===== src/hw/rtl/ubds_pkg.sv =====
// Shared types and constants for the UART baud divisor search block.
`timescale 1ns / 1ps

package ubds_pkg;

    // Field widths
    localparam int CLK_W    = 28;
    localparam int BAUD_W   = 24;
    localparam int OSR_W    = 6;
    localparam int STATUS_W = 2;
    localparam int DEN_W    = BAUD_W + OSR_W;

    // Parameter defaults
    localparam int OSR_MAX_DEF      = 32;
    localparam int DIVISOR_BITS_DEF = 13;

    // Ratio limits
    localparam logic [OSR_W-1:0] OSR_MIN       = OSR_W'(4);
    localparam logic [OSR_W-1:0] BOTH_EDGE_TOP = OSR_W'(7);

    // Reset value of the source clock register
    localparam logic [CLK_W-1:0] CLK_RESET = CLK_W'(48000000);

    // Status codes
    localparam logic [STATUS_W-1:0] ST_OK       = 2'd0;
    localparam logic [STATUS_W-1:0] ST_CLK_ZERO = 2'd1;
    localparam logic [STATUS_W-1:0] ST_CLK_LOW  = 2'd2;

    // Per-candidate info that travels alongside the divider chains
    typedef struct packed {
        logic                first;
        logic                last;
        logic [STATUS_W-1:0] status;
        logic [BAUD_W-1:0]   baud;
        logic [OSR_W-1:0]    osr;
    } ubds_side_t;

endpackage


===== src/hw/rtl/ubds_div_cell.sv =====
// One restoring-division cell: settles a single quotient bit per cycle while adv is high.
`timescale 1ns / 1ps

module ubds_div_cell
    import ubds_pkg::*;
#(
    parameter int BIT = 0,
    parameter int SW  = 1
) (
    input  logic             aclk,
    input  logic             aresetn,
    input  logic             adv,
    input  logic [CLK_W-1:0] clk_hz,
    input  logic             valid_in,
    input  logic [DEN_W-1:0] rem_in,
    input  logic [DEN_W-1:0] den_in,
    input  logic [CLK_W-1:0] quo_in,
    input  logic [SW-1:0]    side_in,
    output logic             valid_out,
    output logic [DEN_W-1:0] rem_out,
    output logic [DEN_W-1:0] den_out,
    output logic [CLK_W-1:0] quo_out,
    output logic [SW-1:0]    side_out
);

    logic             valid_reg;
    logic [DEN_W-1:0] rem_reg, rem_next;
    logic [DEN_W-1:0] den_reg;
    logic [CLK_W-1:0] quo_reg, quo_next;
    logic [SW-1:0]    side_reg;
    logic [DEN_W:0]   trial, diff;
    logic             ge;

    // Shift in the next dividend bit, subtract when it fits
    always_comb begin
        trial    = {rem_in, clk_hz[BIT]};
        diff     = trial - {1'b0, den_in};
        ge       = trial >= {1'b0, den_in};
        rem_next = ge ? diff[DEN_W-1:0] : trial[DEN_W-1:0];
        quo_next = quo_in;
        quo_next[BIT] = ge;
    end

    always_ff @(posedge aclk) begin
        if (!aresetn) begin
            valid_reg <= 1'b0;
        end else if (adv) begin
            valid_reg <= valid_in;
        end
    end

    always_ff @(posedge aclk) begin
        if (adv) begin
            rem_reg  <= rem_next;
            den_reg  <= den_in;
            quo_reg  <= quo_next;
            side_reg <= side_in;
        end
    end

    assign valid_out = valid_reg;
    assign rem_out   = rem_reg;
    assign den_out   = den_reg;
    assign quo_out   = quo_reg;
    assign side_out  = side_reg;

endmodule


===== src/hw/rtl/ubds_div_pipe.sv =====
// Chain of division cells: source clock divided by a per-candidate denominator.
`timescale 1ns / 1ps

module ubds_div_pipe
    import ubds_pkg::*;
#(
    parameter int SW = 1
) (
    input  logic             aclk,
    input  logic             aresetn,
    input  logic             adv,
    input  logic [CLK_W-1:0] clk_hz,
    input  logic             valid_in,
    input  logic [DEN_W-1:0] den_in,
    input  logic [SW-1:0]    side_in,
    output logic             valid_out,
    output logic [CLK_W-1:0] quo_out,
    output logic [SW-1:0]    side_out
);

    logic             v_chain [CLK_W+1];
    logic [DEN_W-1:0] r_chain [CLK_W+1];
    logic [DEN_W-1:0] d_chain [CLK_W+1];
    logic [CLK_W-1:0] q_chain [CLK_W+1];
    logic [SW-1:0]    s_chain [CLK_W+1];

    // Chain head: empty remainder and quotient
    assign v_chain[0] = valid_in;
    assign r_chain[0] = '0;
    assign d_chain[0] = den_in;
    assign q_chain[0] = '0;
    assign s_chain[0] = side_in;

    // Cell k settles quotient bit CLK_W-1-k
    for (genvar k = 0; k < CLK_W; k++) begin : g_cell
        ubds_div_cell #(
            .BIT (CLK_W - 1 - k),
            .SW  (SW)
        ) u_cell (
            .aclk      (aclk),
            .aresetn   (aresetn),
            .adv       (adv),
            .clk_hz    (clk_hz),
            .valid_in  (v_chain[k]),
            .rem_in    (r_chain[k]),
            .den_in    (d_chain[k]),
            .quo_in    (q_chain[k]),
            .side_in   (s_chain[k]),
            .valid_out (v_chain[k+1]),
            .rem_out   (r_chain[k+1]),
            .den_out   (d_chain[k+1]),
            .quo_out   (q_chain[k+1]),
            .side_out  (s_chain[k+1])
        );
    end

    assign valid_out = v_chain[CLK_W];
    assign quo_out   = q_chain[CLK_W];
    assign side_out  = s_chain[CLK_W];

endmodule


===== config.mk =====
export PLATFORM = sky130hd
export DESIGN_NAME = ubds_div_pipe
export DESIGN_NICKNAME = d
export VERILOG_FILES = /design/src/hw/rtl/ubds_pkg.sv /design/src/hw/rtl/ubds_div_cell.sv /design/src/hw/rtl/ubds_div_pipe.sv
export SDC_FILE = /design/constraint.sdc
export NUM_CORES = 2
export LEC_CHECK = 0
export BUFFER_PORTS_ARGS = -buffer_cell sky130_fd_sc_hd__buf_2
export CORE_MARGIN = 1.5
export CORE_UTILIZATION = 30
export DETAILED_ROUTE_END_ITERATION = 7
export SKIP_LAST_GASP = 1
export SYNTH_ARGS = -nofsm -noshare
export SYNTH_HDL_FRONTEND = slang
export SYNTH_HIERARCHICAL = 1
export SYNTH_SLANG_ARGS = --single-unit

===== constraint.sdc =====
create_clock -name aclk -period 3.2 [get_ports aclk]
set_input_delay 0.32 -clock aclk [delete_from_list [all_inputs] [get_ports aclk]]
set_output_delay 0.32 -clock aclk [all_outputs]
set_load 0.03 [all_outputs]

==> flow_summary.yaml <==
run_status:
  status: "finished, violations left"
  violations: "negative setup slack"
logic_synthesis:
  synth_area_per_cell_um2: 10.7
  syn_area_um2: 126000
  synthCells: 11800
  yosysWarnings: 6
global_routing:
  grt_usage: 0.152
  antenna_found_initial: 13
  overflow: 0
  grt_max_degree: 132
  grt_pass1_vias: 86800
  grt_pass1_wl_um: 511000
cells_and_area:
  syn_to_final_growth_pct: 18.2
  utilization: 0.356
  fillers: 41700
  finish.net_count: 13800
  drive_gt1_frac: 0.172
cts:
  cts_buffer_depth: 4
  path_clk_slew_ns: 0.06
  cts_made_buffers: 241
  root_buffer: "clkbuf_16"
  clock-sinks: 2082
  tritoncts: "done"
  clock_latency_ns: 0.99
  cts_htree_levels: 4
placed_design:
  io_buffers: 92
  place_congestion: 0.912
  dp_hpwl_um: 262000
power:
  comb_power_share: 0.527
  p_leak_nw: 60.2
  p_sw_frac: 0.405
  p_seq_frac: 0.294
  switchingPower_mw: 62.6
  p_total_mw: 155
  p_int_mw: 92.0
  p_clk_frac: 0.179
  power.density_nw_per_um2: 1040
  vdd_drop_max_uv: 530
setup_path:
  critPathMaxFanout: 33
  required_ns: 3.89
  cp-start-kind: "flip-flop"
  r2r_start: "g_cell[18].u_cell/rem_out[24]"
  ff2ff_path_depth: 8
  rr_endpoint: "g_cell[19].u_cell/rem_out[6]"
  critPathKind: "reg2reg"
  crit_path_start: "g_cell[18].u_cell/rem_out[24]"
  worstPathArrival_ns: 3.90
  ff2ff_setup_slack_ns: -0.01
  crit_path_end_kind: "flip-flop"
timing:
  min_period_ns: 3.21
  hold_violations: 0
  worst_slack_ns: -0.0111
  rsz0062_at_grt: "yes"
  max_freq_mhz: 311
  setup_viol: 1
  tightest_slew_ns: 0.723
  fin_setup_tns_ns: -0.0111
  period_share: 1.00
  clock_skew_ns: 0.109
  drv_slew: 0
  maxSlewHeadroom: 0.518
floorplanning:
  io_pins: 93
  dieArea_um2: 425000
  die_x_um: 652
  rows: 238
  die_y_um: 652
  initial_core_util: 0.301
  coreArea_um2: 420000
drt:
  wire_per_inst_um: 18.3
  drc: 0
  ant_nets: 0
  wl_um: 340000
  vias: 92000
  viasPerCell: 4.96
  drtIter0Drc: 7739
  dr.pass1.iters: 5
hold_path:
  hp-class: "in2reg"
  whs_endpoint: "g_cell[11].u_cell/rem_out[0]"
  holdPathStages: 4
  hp-start: "clk_hz[16]"
run:
  maxCapViolations: 0
-- final cells by class --
type	instances	area, um2	share of cell area
diodes	5	12.5	0.0000839
multi-input cells	8069	57100	0.383
inverters	1085	4070	0.0273
well taps	5520	6910	0.0463
flip-flops and latches	2082	62200	0.417
clock buffers	284	6300	0.0422
clock inverters	163	1660	0.0111
repair buffers	1343	10900	0.0730
-- worst max path at each step --
stage	end	slack, ns	cells past startpoint
after floorplan	g_cell[12].u_cell/rem_out[24]	0.44	10
after global placement	g_cell[24].u_cell/rem_out[24]	-0.26	15
after detailed placement	g_cell[3].u_cell/rem_out[24]	-0.24	15
after CTS	g_cell[13].u_cell/rem_out[3]	0.0006	13
after global routing	g_cell[12].u_cell/rem_out[5]	-0.08	12
final	g_cell[19].u_cell/rem_out[6]	-0.01	8
-- repair_timing --
item | CTS | global route
resized for setup | 33 | 284
buffers inserted | 12 | 59
endpoints found under the hold margin | 173 | 0
pin swaps | 10 | 88
gates cloned | 2 | 12
endpoints found under the setup margin | 84 | 434
hold buffers | 91 | 0
-- layout by cell type, fill, tap and decap left out, types with 50 or more instances in the layout --
cell              n
a31oi_1         108
buf_2            91
o211ai_1         55
mux2i_1          50
a21o_2           60
o21a_1           81
ha_1            809
a21o_1          404
a2111oi_2        56
clkinv_1         51
o21ai_0         994
edfxtp_1       2054
or2_2            54
nor2_1          349
xor2_1          324
buf_12           51
buf_4          1094
nand4_1         219
a211oi_1         81
xnor2_1         297
nand3b_1         82
nor3_1          186
conb_1           60
nor3b_1          54
nand3_1         179
clkbuf_16       254
nand2b_1        163
nand2_1        1177
a31oi_2          54
dlygate4sd3_1    91
nor2b_1         110
o21ai_1         162
a21oi_1         731
o22ai_1          54
inv_1          1079
o21bai_1        157
-- per-layer routing --
metal  vias to the layer above  global-route usage  part of all wire
met1                     44000               0.214              0.47
met5                         -                   0           0.00016
li1                      45400                   -                 -
met4                         8              0.0371             0.024
met2                      2204               0.243              0.45
met3                       442              0.0226             0.056
-- sequential cells by signal, indices dropped and copies added, names as in the netlist --
signal and cells:
g_cell.u_cell/rem_out 810, g_cell.u_cell/quo_out 406, g_cell.u_cell/valid_out 28, g_cell.u_cell/side_out 28, g_cell.u_cell/den_out 810
-- power groups by stage --
| stage | combinational, mW | clock (mW) | sequential (mW) |
|---|---|---|---|
| 2_1_floorplan | 55.5 | 0 | 43.1 |
| 3_3_place_gp | 76.7 | 0 | 46.0 |
| 3_5_place_dp | 77.0 | 0 | 46.0 |
| 6_report | 81.5 | 27.7 | 45.4 |
| 4_1_cts | 77.8 | 28.7 | 45.5 |
| 5_1_grt | 89.3 | 29.7 | 46.0 |
-- worst max-delay path, cell delays in order, from the launching register on --
cell	delay, ns
edfxtp_1	0.46
ha_1	0.34
nand3_1	0.20
or4_4	0.60
o311a_1	0.31
o211ai_1	0.25
a21oi_4	0.19
buf_12	0.21
o21ai_0	0.40
-- per-stage QoR --
step / instances / hold WS, ns / instance area (um2) / setup slack, ns
final: 18600 / 0.0849 / 149000 / -0.0111
after global routing: 18500 / 0.0499 / 149000 / -0.0826
after CTS: 18500 / 0.0364 / 147000 / 0.000630
after detailed placement: 17900 / 0.405 / 138000 / -0.242
after global placement: 17900 / 0.400 / 138000 / -0.257
after floorplan: 11800 / 0.400 / 126000 / 0.440
Power figures use the tool's default switching activity.
